## src/rtl/mcsdc_pkg.sv

```systemverilog
package mcsdc_pkg;

  localparam int unsigned ADDR_W = 3;

  // register indexes
  localparam logic REG_MIN_YEAR = 1'b0;

  localparam logic [11:0] MIN_YEAR_RESET = 12'd2024;
  localparam logic [11:0] BASE_YEAR      = 12'd2000;

  // characters of the reply text
  localparam logic [7:0] CH_NUL   = 8'h00;
  localparam logic [7:0] CH_TAB   = 8'h09;
  localparam logic [7:0] CH_CR    = 8'h0d;
  localparam logic [7:0] CH_SPACE = 8'h20;
  localparam logic [7:0] CH_QUOTE = 8'h22;
  localparam logic [7:0] CH_PLUS  = 8'h2b;
  localparam logic [7:0] CH_COMMA = 8'h2c;
  localparam logic [7:0] CH_MINUS = 8'h2d;
  localparam logic [7:0] CH_SLASH = 8'h2f;
  localparam logic [7:0] CH_ZERO  = 8'h30;
  localparam logic [7:0] CH_NINE  = 8'h39;
  localparam logic [7:0] CH_COLON = 8'h3a;

  // format positions
  localparam logic [3:0] POS_CHAR = 4'd11;
  localparam logic [3:0] POS_ZONE = 4'd12;
  localparam logic [3:0] POS_DONE = 4'd13;

  // fields of one finished reply, numbers as two's complement bytes
  typedef struct packed {
    logic       base_ok;
    logic [7:0] yy;
    logic [7:0] mo;
    logic [7:0] dd;
    logic [7:0] hh;
    logic [7:0] mi;
    logic [7:0] ss;
    logic [7:0] tz;
  } snap_t;

  typedef struct packed {
    logic        time_valid;
    logic [11:0] full_year;
    logic [3:0]  month_number;
    logic [4:0]  day_of_month;
    logic [4:0]  hour_of_day;
    logic [5:0]  minute_of_hour;
    logic [5:0]  second_of_minute;
    logic [7:0]  zone_quarters;
    logic [15:0] days_since_epoch;
  } res_t;

endpackage

```

## src/rtl/modem_clock_string_to_day_count.sv

```systemverilog
// Modem clock reply parser.
// The slave stream carries the reply text one byte per item in s_tdata, with
// s_tlast on the final byte. Bytes up to the first double quote are skipped,
// then yy/mm/dd,hh:mm:ss<c><tz> is scanned as the bytes arrive.
// Each reply gives one result item on the master stream: m_tuser is the valid
// flag, m_tdata holds the date, time, zone in quarter hours and the day count
// since 2000-01-01; all of it is zero when the reply did not parse or failed a
// range check. The earliest accepted year is set through the APB register at
// address 0.
// Throughput is one byte per cycle while s_tready is high: the scan state
// updates in the cycle the byte is taken. After the last byte is taken the
// reply is held in the snapshot register, then the range checks and the day
// count go into the output register, which makes the result item valid.
// Reset clears the scan state and both stages and sets the minimum year to
// 2024. When m_tready is low, one finished reply waits in the output register
// and a second in the snapshot register; while both are held, s_tready is low
// and no byte is taken until the output register frees up.
module modem_clock_string_to_day_count (
  input  logic        clk,
  input  logic        rst,
  input  logic        s_tvalid,
  output logic        s_tready,
  input  logic [7:0]  s_tdata,   // reply_byte
  input  logic        s_tlast,   // end_of_reply
  output logic        m_tvalid,
  input  logic        m_tready,
  // full_year[11:0], month_number[15:12], day_of_month[20:16], hour_of_day[25:21],
  // minute_of_hour[31:26], second_of_minute[37:32], zone_quarters[45:38],
  // days_since_epoch[61:46], zero fill[63:62]
  output logic [63:0] m_tdata,
  output logic [0:0]  m_tuser,   // time_valid
  input  logic        psel,
  input  logic        penable,
  input  logic        pwrite,
  input  logic [mcsdc_pkg::ADDR_W-1:0] paddr,
  input  logic [31:0] pwdata,
  output logic [31:0] prdata,
  output logic        pready
);
  import mcsdc_pkg::*;

  logic [11:0] minimum_year;
  logic        reg_index;
  logic        fire;
  logic        out_free;
  logic        snap_move;
  logic        snap_valid;
  snap_t       snap_cur;
  snap_t       snap;
  res_t        res;

  assign reg_index = paddr[ADDR_W-1];
  assign pready = 1'b1;
  assign prdata = (reg_index == REG_MIN_YEAR) ? {20'd0, minimum_year} : 32'd0;

  always_ff @(posedge clk) begin
    if (rst) begin
      minimum_year <= MIN_YEAR_RESET;
    end else if (psel && penable && pwrite && pready && (reg_index == REG_MIN_YEAR)) begin
      minimum_year <= pwdata[11:0];
    end
  end

  assign out_free  = !m_tvalid || m_tready;
  assign snap_move = snap_valid && out_free;
  assign s_tready  = !snap_valid || out_free;
  assign fire      = s_tvalid && s_tready;

  mcsdc_scanner u_scanner (
    .clk          (clk),
    .rst          (rst),
    .fire         (fire),
    .reply_byte   (s_tdata),
    .end_of_reply (s_tlast),
    .snap         (snap_cur)
  );

  always_ff @(posedge clk) begin
    if (rst) begin
      snap_valid <= 1'b0;
    end else if (fire && s_tlast) begin
      snap_valid <= 1'b1;
    end else if (snap_move) begin
      snap_valid <= 1'b0;
    end
  end

  always_ff @(posedge clk) begin
    if (fire && s_tlast) begin
      snap <= snap_cur;
    end
  end

  mcsdc_result u_result (
    .clk          (clk),
    .rst          (rst),
    .load         (snap_move),
    .take         (m_tready),
    .snap         (snap),
    .minimum_year (minimum_year),
    .res_valid    (m_tvalid),
    .res          (res)
  );

  assign m_tuser = res.time_valid;
  assign m_tdata = {2'b00, res.days_since_epoch, res.zone_quarters, res.second_of_minute,
                    res.minute_of_hour, res.hour_of_day, res.day_of_month,
                    res.month_number, res.full_year};

endmodule

```

## src/rtl/mcsdc_scanner.sv

```systemverilog
module mcsdc_scanner (
  input  logic              clk,
  input  logic              rst,
  input  logic              fire,
  input  logic [7:0]        reply_byte,
  input  logic              end_of_reply,
  output mcsdc_pkg::snap_t  snap
);
  import mcsdc_pkg::*;

  typedef struct packed {
    logic            quote_found;
    logic            scan_stopped;
    logic [3:0]      format_position;
    logic [1:0]      chars_in_field;
    logic            field_negative;
    logic            field_has_digit;
    logic [6:0]      field_accumulator;
    logic [3:0]      conversions_done;
    logic [6:0][7:0] parsed_fields;
    logic            minus_sign_char;
  } scan_t;

  localparam scan_t SCAN_CLEAR = '0;

  scan_t scan;
  scan_t scan_next;

  function automatic logic is_num(input logic [3:0] pos);
    return !pos[0] && (pos <= POS_ZONE);
  endfunction

  function automatic logic is_blank(input logic [7:0] b);
    return (b == CH_SPACE) || ((b >= CH_TAB) && (b <= CH_CR));
  endfunction

  function automatic logic [7:0] literal_at(input logic [3:0] pos);
    logic [7:0] c;
    case (pos)
      4'd1, 4'd3: c = CH_SLASH;
      4'd5:       c = CH_COMMA;
      4'd7, 4'd9: c = CH_COLON;
      default:    c = CH_NUL;
    endcase
    return c;
  endfunction

  function automatic scan_t finish_field(input scan_t s);
    scan_t r;
    logic [7:0] v;
    r = s;
    v = {1'b0, s.field_accumulator};
    if (s.field_negative) v = 8'(~v + 8'd1);
    r.parsed_fields[s.format_position[3:1]] = v;
    r.conversions_done  = s.conversions_done + 4'd1;
    r.format_position   = s.format_position + 4'd1;
    r.chars_in_field    = 2'd0;
    r.field_negative    = 1'b0;
    r.field_has_digit   = 1'b0;
    r.field_accumulator = 7'd0;
    return r;
  endfunction

  // separator, any-byte slot or end of format
  function automatic scan_t match_element(input scan_t s, input logic [7:0] b);
    scan_t r;
    r = s;
    if (s.format_position >= POS_DONE) begin
      r = s;
    end else if (s.format_position == POS_CHAR) begin
      r.minus_sign_char  = (b == CH_MINUS);
      r.conversions_done = s.conversions_done + 4'd1;
      r.format_position  = POS_ZONE;
    end else if (b == literal_at(s.format_position)) begin
      r.format_position = s.format_position + 4'd1;
    end else begin
      r.scan_stopped = 1'b1;
    end
    return r;
  endfunction

  scan_t s;
  scan_t f;

  always_comb begin
    s = scan;
    if (fire && !scan.scan_stopped) begin
      if (!s.quote_found) begin
        if (reply_byte == CH_NUL) s.scan_stopped = 1'b1;
        else if (reply_byte == CH_QUOTE) s.quote_found = 1'b1;
      end else if (reply_byte == CH_NUL) begin
        if (is_num(s.format_position) && s.field_has_digit) s = finish_field(s);
        s.scan_stopped = 1'b1;
      end else if (is_num(s.format_position)) begin
        if ((s.chars_in_field == 2'd0) && is_blank(reply_byte)) begin
          s = s;
        end else if ((s.chars_in_field == 2'd0) &&
                     ((reply_byte == CH_PLUS) || (reply_byte == CH_MINUS))) begin
          s.chars_in_field = 2'd1;
          s.field_negative = (reply_byte == CH_MINUS);
        end else if ((reply_byte >= CH_ZERO) && (reply_byte <= CH_NINE)) begin
          s.field_accumulator = 7'(({1'b0, s.field_accumulator} * 8'd10) +
                                   {4'd0, reply_byte[3:0]});
          s.field_has_digit = 1'b1;
          s.chars_in_field  = s.chars_in_field + 2'd1;
          if (s.chars_in_field == 2'd2) s = finish_field(s);
        end else if (s.field_has_digit) begin
          s = finish_field(s);
          s = match_element(s, reply_byte);
        end else begin
          s.scan_stopped = 1'b1;
        end
      end else begin
        s = match_element(s, reply_byte);
      end
    end

    // a pending number counts when the reply ends
    f = s;
    if (fire && end_of_reply && f.quote_found && !f.scan_stopped &&
        is_num(f.format_position) && f.field_has_digit) begin
      f = finish_field(f);
    end

    snap.base_ok = f.quote_found && (f.conversions_done >= 4'd6);
    snap.yy = f.parsed_fields[0];
    snap.mo = f.parsed_fields[1];
    snap.dd = f.parsed_fields[2];
    snap.hh = f.parsed_fields[3];
    snap.mi = f.parsed_fields[4];
    snap.ss = f.parsed_fields[5];
    snap.tz = f.minus_sign_char ? 8'(~f.parsed_fields[6] + 8'd1) : f.parsed_fields[6];

    scan_next = (fire && end_of_reply) ? SCAN_CLEAR : s;
  end

  always_ff @(posedge clk) begin
    if (rst) begin
      scan <= SCAN_CLEAR;
    end else begin
      scan <= scan_next;
    end
  end

endmodule

```

## src/rtl/mcsdc_result.sv

```systemverilog
module mcsdc_result (
  input  logic              clk,
  input  logic              rst,
  input  logic              load,
  input  logic              take,
  input  mcsdc_pkg::snap_t  snap,
  input  logic [11:0]       minimum_year,
  output logic              res_valid,
  output mcsdc_pkg::res_t   res
);
  import mcsdc_pkg::*;

  function automatic logic [15:0] month_start(input logic [3:0] idx);
    logic [15:0] d;
    case (idx)
      4'd0:    d = 16'd0;
      4'd1:    d = 16'd31;
      4'd2:    d = 16'd59;
      4'd3:    d = 16'd90;
      4'd4:    d = 16'd120;
      4'd5:    d = 16'd151;
      4'd6:    d = 16'd181;
      4'd7:    d = 16'd212;
      4'd8:    d = 16'd243;
      4'd9:    d = 16'd273;
      4'd10:   d = 16'd304;
      4'd11:   d = 16'd334;
      default: d = 16'd0;
    endcase
    return d;
  endfunction

  logic [11:0]       year;
  logic signed [7:0] mo_s;
  logic signed [7:0] dd_s;
  logic signed [7:0] hh_s;
  logic signed [7:0] mi_s;
  logic signed [7:0] ss_s;
  logic              ok;
  logic [6:0]        n;
  logic [7:0]        n3;
  logic              leap_add;
  logic [15:0]       days;
  res_t              res_next;

  always_comb begin
    year = BASE_YEAR + {{4{snap.yy[7]}}, snap.yy};
    mo_s = $signed(snap.mo);
    dd_s = $signed(snap.dd);
    hh_s = $signed(snap.hh);
    mi_s = $signed(snap.mi);
    ss_s = $signed(snap.ss);
    ok = snap.base_ok && (year >= minimum_year) &&
         (mo_s >= 8'sd1) && (mo_s <= 8'sd12) && (dd_s >= 8'sd1) && (dd_s <= 8'sd31) &&
         (hh_s >= 8'sd0) && (hh_s <= 8'sd23) && (mi_s >= 8'sd0) && (mi_s <= 8'sd59) &&
         (ss_s >= 8'sd0) && (ss_s <= 8'sd59);

    // years since 2000, leap days before this year, this year's leap day
    n = snap.yy[6:0];
    n3 = {1'b0, n} + 8'd3;
    leap_add = (snap.mo[3:0] > 4'd2) && (n[1:0] == 2'd0);
    days = ({9'd0, n} * 16'd365) + {10'd0, n3[7:2]} +
           month_start(4'(snap.mo[3:0] - 4'd1)) + {15'd0, leap_add} +
           {11'd0, snap.dd[4:0]} - 16'd1;

    res_next = '0;
    if (ok) begin
      res_next.time_valid       = 1'b1;
      res_next.full_year        = year;
      res_next.month_number     = snap.mo[3:0];
      res_next.day_of_month     = snap.dd[4:0];
      res_next.hour_of_day      = snap.hh[4:0];
      res_next.minute_of_hour   = snap.mi[5:0];
      res_next.second_of_minute = snap.ss[5:0];
      res_next.zone_quarters    = snap.tz;
      res_next.days_since_epoch = snap.yy[7] ? 16'd0 : days;
    end
  end

  always_ff @(posedge clk) begin
    if (rst) begin
      res_valid <= 1'b0;
    end else if (load) begin
      res_valid <= 1'b1;
    end else if (take) begin
      res_valid <= 1'b0;
    end
  end

  always_ff @(posedge clk) begin
    if (load) begin
      res <= res_next;
    end
  end

endmodule

```

## config.mk

```make
export PLATFORM = sky130hd
export DESIGN_NAME = modem_clock_string_to_day_count
export DESIGN_NICKNAME = d
export VERILOG_FILES = /design/src/rtl/mcsdc_pkg.sv /design/src/rtl/modem_clock_string_to_day_count.sv /design/src/rtl/mcsdc_scanner.sv /design/src/rtl/mcsdc_result.sv
export SDC_FILE = /design/constraint.sdc
export NUM_CORES = 1
export LEC_CHECK = 0
export BUFFER_PORTS_ARGS = -buffer_cell sky130_fd_sc_hd__buf_2
export CAP_MARGIN = 15
export CORE_ASPECT_RATIO = 1.4
export CORE_MARGIN = 5
export CORE_UTILIZATION = 30
export DETAILED_ROUTE_END_ITERATION = 10
export GPL_TIMING_DRIVEN = 0
export PLACE_DENSITY = 0.47
export SLEW_MARGIN = 25
export SYNTH_ARGS = -nofsm -noshare
export SYNTH_HDL_FRONTEND = slang
export SYNTH_HIERARCHICAL = 1
export SYNTH_SLANG_ARGS = --single-unit
```

## constraint.sdc

```tcl
create_clock -name clk -period 6.06 [get_ports clk]
set_input_delay 1.212 -clock clk [delete_from_list [all_inputs] [get_ports clk]]
set_output_delay 1.212 -clock clk [all_outputs]
set_load 0.01 [all_outputs]
```

==> results of run 1 <==
how the worst max path moves through the flow:
stage                                       start                        endpoint  cells after the start
floorplan                      snap[40]$_DFFE_PP_  u_result/res[14]$_SDFFCE_PP0P_                     22
global placement                       s_tdata[2]               snap[6]$_DFFE_PP_                     16
detailed placement                     s_tdata[0]               snap[6]$_DFFE_PP_                     16
CTS                 u_scanner/scan[72]$_SDFF_PP0_               snap[6]$_DFFE_PP_                     17
global route                   snap[40]$_DFFE_PP_  u_result/res[14]$_SDFFCE_PP0P_                     20
finish                         snap[40]$_DFFE_PP_  u_result/res[10]$_SDFFCE_PP0P_                     22
state kept, by name, indices dropped and copies added, names as in the netlist:
| signal | cells |
|---|---|
| u_result/res | 62 |
| u_result/res_valid | 1 |
| u_scanner/scan | 78 |
| snap | 57 |
| minimum_year | 12 |
| snap_valid | 1 |
cells in the final DEF, fill, tap and decap left out, types with 25 or more instances in the layout:
cell	count
a21oi_1	95
clkbuf_1	63
nand2b_1	25
o22ai_1	29
nor3_1	33
buf_4	81
clkbuf_16	27
o21ai_0	76
edfxtp_1	119
nor2_1	170
nand2_1	97
inv_1	104
and2_1	61
mux2i_1	62
xnor2_1	33
nand3_1	27
ha_1	93
dfxtp_1	92
fa_1	42
a22oi_1	28
buf_2	116
Yosys cell counts (28+ instances only):
| master | n |
|---|---|
| nor2_1 | 175 |
| ha_1 | 94 |
| dfxtp_1 | 92 |
| a21oi_1 | 95 |
| inv_1 | 106 |
| buf_4 | 73 |
| clkbuf_1 | 62 |
| o21ai_0 | 77 |
| a22oi_1 | 28 |
| xnor2_1 | 35 |
| o22ai_1 | 31 |
| fa_1 | 42 |
| and2_1 | 61 |
| mux2i_1 | 62 |
| nand2_1 | 97 |
| nor3_1 | 38 |
| edfxtp_1 | 119 |
per-layer routing:
metal,GRT usage,vias to the layer above,wire length (um)
li1,-,6293,-
met1,0.2014,6273,20200
met2,0.3319,395,27030
met3,0.01957,136,2160
met4,0.08692,0,2692
met5,0,-,0
worst max-delay path, delay by kind of cell, from the launching register on:
family / cells / cell delay, ps
DFF: 1 / 420
xor gates and xnor gates: 2 / 300
and+or+nand+nor: 2 / 510
buffers and inverters: 6 / 670
AOI/OAI and AO/OA: 5 / 740
adders and majority gates: 7 / 2920
report_power, final:
part / switching [mW] / internal [mW]
clock network: 0.613 / 0.866
logic: 0.458 / 0.341
registers: 0.0127 / 1.53
total: 1.08 / 2.73
cells by family (layout without fill, tap and decap cells):
family	count (synthesis)	count (layout)
simple gates	535	535
mux	76	76
xor+xnor	63	63
buf+inv	260	420
other cells	2	23
compound gates	401	401
flops	211	211
fa+ha+maj	136	136
area by class of cell:
| class | count | area (sq um) |
|---|---|---|
| Clock inverter | 10 | 91.34 |
| Sequential cell | 211 | 5415 |
| Buffer | 147 | 882.1 |
| Timing Repair Buffer | 119 | 713.2 |
| Inverter | 110 | 412.9 |
| Fill cell | 5305 | 33110 |
| Clock buffer | 34 | 711.9 |
| Tap cell | 650 | 813.3 |
| Multi-Input combinational cell | 1234 | 9105 |
what timing repair did:
action                                  CTS  global route
endpoints found under the setup margin   11             8
hold buffers                              0             0
resized for setup                        13            17
buffers inserted                          0             7
pin swaps                                 0             1
==> impl_metrics.json, run 1 <==
{
  "cp_cell_sequence": "clkbuf_4 -> inv_2 -> ha_4 -> xnor2_4 -> a21boi_2 -> o22ai_2 -> fa_1 -> inv_1 -> fa_1 -> fa_1 -> inv_1 -> fa_1 -> inv_1 -> fa_1 -> ha_1 -> o21a_1 -> o31a_1 -> or4_4 -> a31oi_4 -> buf_4 -> xor2_1 -> nor3_1",
  "required_ps": 6320,
  "start_util": 0.3033,
  "arrival_ps": 6080,
  "yosysWarnings": 6,
  "synth_cell_type_count": 98,
  "routed_wl_um": 52080,
  "synth_seq_cells": 211,
  "place_inst": 2467,
  "fmax_mhz": 171.9,
  "async_flop_share": 0,
  "r2r_start": "snap[40]$_DFFE_PP_",
  "vias_per_cell": 5.208,
  "dieArea_sq_mm": 0.05653,
  "whs_endpoint": "u_scanner/scan[30]$_SDFF_PP0_",
  "drc_errors": 0,
  "synthMuxAreaShare": 0.05055,
  "hold_path_class": "reg2reg",
  "htree_num_levels": 1,
  "synth_top_family_by_area": "compound AO/OA/AOI/OAI gates",
  "setup_slack_ps": 241.5,
  "synthXorXnorAreaFrac": 0.03646,
  "ant_nets": 0,
  "max_slew.worst_pin.slew_ps": 1056,
  "synth_area_leaders": "edfxtp_1 23%, dfxtp_1 12%, ha_1 7.6%",
  "max_stage_delay_ps": 520,
  "antenna_found_initial": 0,
  "finalMaxSlewViolations": 0,
  "syn-cell-area_sq_mm": 0.01554,
  "finalCriticalPeriod_ps": 5818,
  "cts_buffer_depth": 3,
  "syn_inst": 1684,
  "fin_hold_ws_ps": 502.9,
  "drive_gt1_frac": 0.1716,
  "leakage_nw": 7.311,
  "wl_per_cell_um": 20.71,
  "end_kind": "flop",
  "path_clk_slew_ps": 60,
  "worst-r2r-cell-count": 22,
  "ys_seq_area_frac": 0.3484,
  "dp_hpwl_um": 40960,
  "setup_viol": 0,
  "tns_ps": 0,
  "grt_max_degree": 27,
  "syn_avg_cell_area_sq_um": 9.231,
  "synthFlopType": "edfxtp_1",
  "drt_iter0_drc": 900,
  "cts-buffers-inserted": 24,
  "maxCapViolCount": 0,
  "min-delay-start": "u_scanner/scan[30]$_SDFF_PP0_",
  "die_x_um": 202.4,
  "core.rowCount": 98,
  "die_h_um": 279.3,
  "grt_pass1_wl_um": 78980,
  "ir_drop_mv": 0.1829,
  "crit_path_frequent_cell": "fa_1",
  "grt-ovfl-total": 0,
  "fin_nets": 2034,
  "vias": 13100,
  "synth_top_area_share": 0.2299,
  "final_area_sq_mm": 0.01814,
  "grt_pass1_vias": 13190,
  "routabilityCongestion": 0.9553,
  "clk-insertion-delay-late_ps": 540,
  "critical_path.startpoint_type": "flop",
  "port_buffers": 105,
  "synth_compound_area_frac": 0.1755,
  "yosys.area.top_type": "edfxtp_1",
  "finalCritPeriodShare": 0.9601,
  "coreArea_sq_mm": 0.05125,
  "path_class": "reg2reg",
  "critical_path.slowest_cell": "fa_1",
  "diodes": 0,
  "skew_ps": 9.189,
  "cts_tree": "built",
  "status": "finished, final reports clean",
  "cts_sinks": 211,
  "holdPathStages": 2,
  "cts-root-buf": "clkbuf_16",
  "post-route-util": 0.3540,
  "preCtsSetupSlack_ps": -894.8,
  "r2r-end": "u_result/res[10]$_SDFFCE_PP0P_",
  "synth-simple-area-share": 0.1751,
  "powerDensity_mw_per_mm2": 210.4,
  "post_dp_cell_area_sq_mm": 0.01717,
  "relSlewSlack": 0.2958,
  "synth-adder-area-share": 0.1297,
  "final_cell_count_no_fill": 2515,
  "area_delta_synth_final_pct": 16.73,
  "report.final.hold_viol_count": 0,
  "first_pass_iters": 5,
  "p_total_mw": 3.817,
  "io_pins": 151,
  "worst-r2r-setup-slack_ps": 240,
  "crit_path_max_fanout": 8,
  "synth_edf_count": 119,
  "grt_use_total": 0.1781
}
Power figures use the tool's default switching activity.
==> inputs of run 2 (changes only) <==
--- a/config.mk
+++ b/config.mk
@@ -13,6 +13,7 @@
 export DETAILED_ROUTE_END_ITERATION = 10
 export GPL_TIMING_DRIVEN = 0
 export PLACE_DENSITY = 0.47
+export RECOVER_POWER = 100
 export SLEW_MARGIN = 25
 export SYNTH_ARGS = -nofsm -noshare
 export SYNTH_HDL_FRONTEND = slang
==> run 2 against run 1 <==
Non-clock buffer count did not move. Sequential share of layout area rose by 0.49 points. Clock skew barely moved. Die area did not move. Power fell by 0.28%. Design area fell by 1.6%. Via count rose by 0.25%. Cell count did not move. Critical path depth did not move. Global-route usage did not move. Highest routed layer unchanged. First-iteration DRC count fell by 11%.
==> impl_metrics.json, run 2 (synthesis gave the netlist of run 1 again) <==
{
  "maxCapViolCount": 0,
  "holdPathStages": 2,
  "largest_registers": "u_scanner/scan: 78 flops, u_result/res: 62 flops, snap: 57 flops",
  "cp.buffers_inverters": 6,
  "vias": 13130,
  "coreArea_sq_mm": 0.05125,
  "die_x_um": 202.4,
  "final_cell_count_no_fill": 2515,
  "drc_errors": 0,
  "routed_wl_um": 52260,
  "cts_sinks": 211,
  "diodes": 0,
  "top_register": "u_scanner/scan",
  "crit_path_max_fanout": 8,
  "cts_buffer_depth": 3,
  "grt_use_total": 0.1781,
  "leakage_nw": 6.955,
  "max_slew.worst_pin.slew_ps": 1450,
  "p_sw_frac": 0.2846,
  "clk-insertion-delay-late_ps": 540,
  "p_sw_mw": 1.083,
  "finalCriticalPeriod_ps": 5820,
  "report.final.hold_viol_count": 0,
  "wl_per_cell_um": 20.78,
  "setup_viol": 0,
  "cts-root-buf": "clkbuf_16",
  "core.rowCount": 98,
  "p_int_mw": 2.724,
  "setup_slack_ps": 239.6,
  "grt_max_degree": 27,
  "place_inst": 2467,
  "worst-r2r-cell-count": 22,
  "path_class": "reg2reg",
  "mostFrequentLayoutCell": "nor2_1",
  "largest_reg_flops": 78,
  "cp_top_family": "adder cells",
  "io_pins": 151,
  "start_util": 0.3033,
  "hold_path_class": "reg2reg",
  "fin_nets": 2034,
  "ir_drop_mv": 0.1823,
  "arrival_ps": 6080,
  "critical_path.slowest_cell": "fa_1",
  "required_ps": 6320,
  "pwr-share-comb": 0.207,
  "relSlewSlack": 0.03036,
  "routabilityCongestion": 0.9553,
  "drt_iter0_drc": 804,
  "vias_per_cell": 5.221,
  "crit_path_frequent_cell": "fa_1",
  "dieArea_sq_mm": 0.05653,
  "skew_ps": 9.106,
  "cts_tree": "built",
  "path_clk_slew_ps": 60,
  "area_delta_synth_final_pct": 14.86,
  "max_stage_delay_ps": 520,
  "drive_gt1_frac": 0.1180,
  "grt_pass1_vias": 13190,
  "status": "finished, final reports clean",
  "clkPwrFrac": 0.388,
  "cts-buffers-inserted": 24,
  "first_pass_iters": 6,
  "critical_path_cell_count": 22,
  "ant_nets": 0,
  "tns_ps": 0,
  "critical_path.startpoint_type": "flop",
  "p_total_mw": 3.807,
  "finalMaxSlewViolations": 0,
  "final_cell_mix": "170 x nor2_1, 152 x clkbuf_1, 119 x edfxtp_1, 105 x inv_1, 97 x nand2_1",
  "end_kind": "flop",
  "preCtsSetupSlack_ps": -894.8,
  "antenna_found_initial": 0,
  "port_buffers": 105,
  "grt_pass1_wl_um": 78980,
  "finalCritPeriodShare": 0.9605,
  "fmax_mhz": 171.8,
  "cp_cell_sequence": "clkbuf_4 -> inv_2 -> ha_4 -> xnor2_4 -> a21boi_2 -> o22ai_2 -> fa_1 -> inv_1 -> fa_1 -> fa_1 -> inv_1 -> fa_1 -> inv_1 -> fa_1 -> ha_1 -> o21a_1 -> o31a_1 -> or4_4 -> a31oi_4 -> buf_4 -> xor2_1 -> nor3_1",
  "seqPwrFrac": 0.405,
  "die_h_um": 279.3,
  "powerDensity_mw_per_mm2": 213.2,
  "htree_num_levels": 1,
  "grt-ovfl-total": 0,
  "dp_hpwl_um": 40960
}
==> run 2: cell types whose count changed in the layout (fill, tap and decap cells not counted), moves of 3 or more <==
cell,change
buf_4,-11
and2_1,-40
buf_16,-3
buf_2,-84
clkbuf_4,+11
clkbuf_1,+89
and2_0,+40
==> run 2: worst register-to-register path: stages (launching register included) <==
cell      delay [ps]
edfxtp_1         420
clkbuf_4         210
inv_2            130
ha_4             210
xnor2_4          160
a21boi_2          90
o22ai_2          180
fa_1             440
inv_1             80
fa_1             430
fa_1             490
inv_1             50
fa_1             520
inv_1             50
fa_1             470
ha_1             360
o21a_1           120
o31a_1           120
or4_4            450
a31oi_4          230
buf_4            150
xor2_1           140
nor3_1            60
==> run 2: power by group through the flow <==
stage	registers [mW]	clock network [mW]	logic (mW)
after CTS	1.54	1.53	0.786
after global routing	1.54	1.58	0.892
after global placement	1.58	0	0.762
after floorplan	1.58	0	0.585
final	1.54	1.48	0.788
after detailed placement	1.57	0	0.778
==> run 2: worst paths after layout <==
check                           slack (ps)                     startpoint                              to
worst max register to register         240             snap[40]$_DFFE_PP_  u_result/res[10]$_SDFFCE_PP0P_
worst min register to register         500  u_scanner/scan[14]$_SDFF_PP0_   u_scanner/scan[14]$_SDFF_PP0_
worst min-delay path                   500  u_scanner/scan[14]$_SDFF_PP0_   u_scanner/scan[14]$_SDFF_PP0_
worst max-delay path                   240             snap[40]$_DFFE_PP_  u_result/res[10]$_SDFFCE_PP0P_
==> run 2: routing by layer <==
layer	vias up	share of wire	GRT usage
met2	384	0.52	0.3319
met3	132	0.039	0.01957
met1	6314	0.39	0.2014
met4	0	0.051	0.08692
li1	6300	-	-
met5	-	0	0
==> run 2: cell type report <==
type / count / area [sq um]
clock inverter: 10 / 91.34
timing repair buffer: 119 / 508.0
fill: 5377 / 33400
buffer: 147 / 878.3
tap: 650 / 813.3
multi-input combinational: 1234 / 9024
inverter: 110 / 412.9
sequential: 211 / 5415
clock buffer: 34 / 711.9
==> run 2: stage by stage <==
step | hold WS, ps | utilization | area, sq um
after detailed placement | 487.0 | 0.3349 | 17170
final | 502.1 | 0.3484 | 17850
after floorplan | 457.4 | - | 15620
after global placement | 476.7 | 0.3309 | 16960
after CTS | 501.1 | 0.3514 | 18010
after global routing | 523.9 | 0.3484 | 17850
==> run 2: timing repair <==
action | in CTS | in global routing
setup endpoints to repair | 11 | 8
buffers inserted | 0 | 7
gates cloned | 0 | 0
pin swaps | 0 | 1
hold buffers | 0 | 0
gates resized for setup | 13 | 17
